===== config.mk =====
export PLATFORM = sky130hd
export DESIGN_NAME = dmm_ram
export DESIGN_NICKNAME = d
export VERILOG_FILES = /design/src/hw/rtl/dmm_ram.sv
export SDC_FILE = /design/constraint.sdc
export NUM_CORES = 2
export LEC_CHECK = 0
export BUFFER_PORTS_ARGS = -buffer_cell sky130_fd_sc_hd__buf_2
export CORE_AREA = 5 5 544 546
export DETAILED_ROUTE_END_ITERATION = 16
export DIE_AREA = 0 0 549 551
export GPL_TIMING_DRIVEN = 0
export PLACE_DENSITY_LB_ADDON = 0.3
export SYNTH_ARGS = -nofsm -noshare
export SYNTH_HDL_FRONTEND = slang
export SYNTH_SLANG_ARGS = --single-unit

===== constraint.sdc =====
create_clock -name clk_i -period 6.83 [get_ports clk_i]
set_input_delay 0.3415 -clock clk_i [delete_from_list [all_inputs] [get_ports clk_i]]
set_output_delay 0.3415 -clock clk_i [all_outputs]
set_load 0.05 [all_outputs]

===== src/hw/rtl/dmm_ram.sv =====
// ----------------------------------------------------------------------------
// dmm_ram
// Generic single-write, single-read RAM with a registered read port.
// ----------------------------------------------------------------------------
module dmm_ram #(
  parameter int unsigned WIDTH = 16,
  parameter int unsigned DEPTH = 256,
  localparam int unsigned AW = (DEPTH > 1) ? $clog2(DEPTH) : 1
) (
  input  logic             clk_i,
  input  logic             we_i,
  input  logic [AW-1:0]    waddr_i,
  input  logic [WIDTH-1:0] wdata_i,
  input  logic             re_i,
  input  logic [AW-1:0]    raddr_i,
  output logic [WIDTH-1:0] rdata_o
);

  logic [WIDTH-1:0] mem_q [DEPTH];
  logic [WIDTH-1:0] rdata_q;

  always_ff @(posedge clk_i) begin
    if (we_i) begin
      mem_q[waddr_i] <= wdata_i;
    end
    if (re_i) begin
      rdata_q <= mem_q[raddr_i];
    end
  end

  assign rdata_o = rdata_q;

endmodule


==> flow_summary.toml <==
[route]
drt-initial-drc-count = 14420
ant_nets = 0
routed_via_density = 6.900
drc = 0
dr.pass1.iters = 11
totalWireLength_mm = 485.4
vias = 84720
avgRoutedWirePerCell_um = 39.53

[run_status]
status = "complete, but fails checks"
failed_checks = "capacitance limit, slew limit"

[power]
peakVddDrop_mv = 0.2370
power_mw = 52.50
p_int_mw = 40.76
clkPwrFrac_pct = 41.0
p_leak_nw = 57.22
switching_power_mw = 11.75
powerDensity_nw_per_um2 = 289.2
p_comb_share_pct = 5.9
seqPwrFrac_pct = 53.0
swShare_pct = 22.37

[clocking]
numCtsBuffers = 396
cts_root_buf = "clkbuf_16"
cts_setup_buffers = 0
cts_tree = "built"
clk_latency_ps = 960
clock_sinks = 4112
htree_levels = 5
clkTransAtPathRegs_ps = 60
cts-resized-gates = 0
clockBufferDepth = 4

[floorplanning]
die_w_um = 549
rows = 198
dieArea_um2 = 302500
dieHeight_um = 551
core_um2 = 290100
start_util_pct = 54.77
pin_count = 51

[worst_setup_path]
reg2reg_setup_slack_ps = 2730
crit_required_ps = 7440
r2r-start = "mem_q[40][5]$_DFFE_PP_"
cp-end-kind = "register"
setup.worst_path.class = "in -> reg"
r2r-end = "rdata_o[5]$_DFFE_PP_"
cp-start-kind = "primary input"
worstRegToRegCells = 6
cp-startpoint = "raddr_i[2]"
endpoint = "rdata_o[5]$_DFFE_PP_"
worstPathMaxFanout = 10
cp.arrival_ps = 6630

[synth]
seq_area_frac_synth_pct = 77.72
synth_top_area_share_pct = 77.72
yosys.cell_count.top_type = "edfxtp_1"
netlist_area_um2 = 158900
synth.distinct_cells = 51
synth_warnings = 0
synth-edff-count = 4112
postSynthAreaPerCell_um2 = 21.59
synthCells = 7360
synth-simple-area-share_pct = 1.573
synth-adder-area-share_pct = 0
synth_top_family_by_area = "multiplexers"
synthTopCellsByCount = "4,112 x edfxtp_1, 797 x mux4_2, 565 x mux2i_1, 304 x nor2_1, 252 x o221ai_1"
synthMuxAreaShare_pct = 15.48
synth_compound_area_share_pct = 3.534
synth_top_area_cell = "edfxtp_1"
ys_async_sr_fraction_pct = 0
synth_seq_cells = 4112
synth_area_leaders = "edfxtp_1 78%, mux4_2 11%, mux2i_1 3.6%, o221ai_1 1.4%, nor2_1 0.72%"
synthFlopType = "edfxtp_1"
synth_xor_area_share_pct = 0
synth_nets = 7395

[timing]
setup_viol = 0
setup_slack_ps = 811.7
rsz0062_at_grt = "no"
hold_ws_ps = 195.9
period_needed_ps = 6018
fin_skew_ps = 63.71
post-route-period-util_pct = 88.12
hold_viol = 0
slew_headroom_pct = -22.86
final_max_slew_viol_count = 96
max_freq_ghz = 0.1662
setup_tns_ps = 0
worstMarginPinSlew_ps = 1829

[finish]
final_area_um2 = 181600
final_nets = 8061
final_cells = 12280
fin_util_pct = 62.59
drive_gt1_share_pct = 26.07
syn_to_final_growth_pct = 14.28

[grt]
gr-total-overflow = 0
grt_first_pass_wirelength_mm = 661.2
grt_pass1_vias = 81970
antenna_found_initial = 46
track_usage_pct = 31.85
grt_max_degree = 145

[placed_design]
gp_congestion = 1.010
dpl.hpwl_mm = 328.1
dp_worst_setup_slack_ps = 347.3
portBuffers = 40
place_inst = 11510
placed_cell_area_um2 = 168600

[flow_run]
cap_violations = 13

[hold_path]
min_path_type = "in -> reg"
==> registers in the layout, summed over array words and instances, names as in the netlist <==
register	flops
rdata_o	16
mem_q	4096
==> worst max-delay path, stage by stage <==
cell and delay [ps]:
buf_2 470, clkbuf_1 1160, clkbuf_1 1110, clkbuf_1 530
a21oi_1 90, nor3_1 1230, o32ai_1 620, nor4_1 1020
==> kinds of logic (layout without fill, tap and decap cells) <==
family | after synthesis | in the layout
flops | 4112 | 4112
compound gates | 786 | 786
mux | 1450 | 1450
other cells | 0 | 20
simple gates | 556 | 556
buf+inv | 456 | 1455
==> how the worst min path moves through the flow <==
stage	startpoint	to	slack, ps	cells after the start
finish	waddr_i[7]	mem_q[249][4]$_DFFE_PP_	200	3
global route	waddr_i[4]	mem_q[50][15]$_DFFE_PP_	190	3
CTS	waddr_i[7]	mem_q[249][4]$_DFFE_PP_	120	3
detailed placement	wdata_i[3]	mem_q[105][3]$_DFFE_PP_	640	1
global placement	re_i	rdata_o[1]$_DFFE_PP_	840	1
floorplan	wdata_i[0]	mem_q[0][0]$_DFFE_PP_	440	0
==> power groups by stage <==
stage / Combinational, mW / Clock [mW] / Sequential (mW)
finish: 3.11 / 21.5 / 27.9
global route: 3.14 / 22.7 / 27.8
CTS: 3.00 / 21.6 / 27.8
detailed placement: 2.98 / 0 / 28.4
global placement: 2.83 / 0 / 28.5
floorplan: 1.37 / 0 / 28.4
==> area by class of cell <==
| cell class | count | area [um^2] |
|---|---|---|
| flip-flops and latches | 4112 | 123500 |
| fillers | 19110 | 108500 |
| multi-input cells | 2792 | 33410 |
| clock buffers | 486 | 10290 |
| well taps | 3900 | 4880 |
| repair buffers | 268 | 4379 |
| plain buffers | 452 | 2705 |
| clock inverters | 245 | 2365 |
| diodes | 20 | 50.05 |
| inverters | 4 | 15.01 |
==> routing by layer <==
| layer | share of wire (%) | vias up | global-route usage [%] |
|---|---|---|---|
| met3 | 15 | 1221 | 12.09 |
| li1 | - | 32670 | - |
| met5 | 0.024 | - | 0 |
| met1 | 34 | 43940 | 42.80 |
| met4 | 6.5 | 18 | 17.04 |
| met2 | 44 | 6878 | 45.63 |
==> layout by cell type, fill, tap and decap left out, types with 148 or more instances in the layout <==
| cell type | count |
|---|---|
| edfxtp_1 | 4112 |
| a21oi_1 | 175 |
| mux2i_1 | 565 |
| clkbuf_16 | 398 |
| o22ai_1 | 148 |
| mux4_2 | 797 |
| clkbuf_1 | 295 |
| nor2_2 | 250 |
| buf_8 | 151 |
| o221ai_1 | 252 |
==> repair_timing <==
item	4_1_cts	5_1_grt
hold buffers	17	0
setup endpoints to repair	0	0
hold endpoints to repair	707	0
No activity file was read; power rests on OpenSTA's default activity.
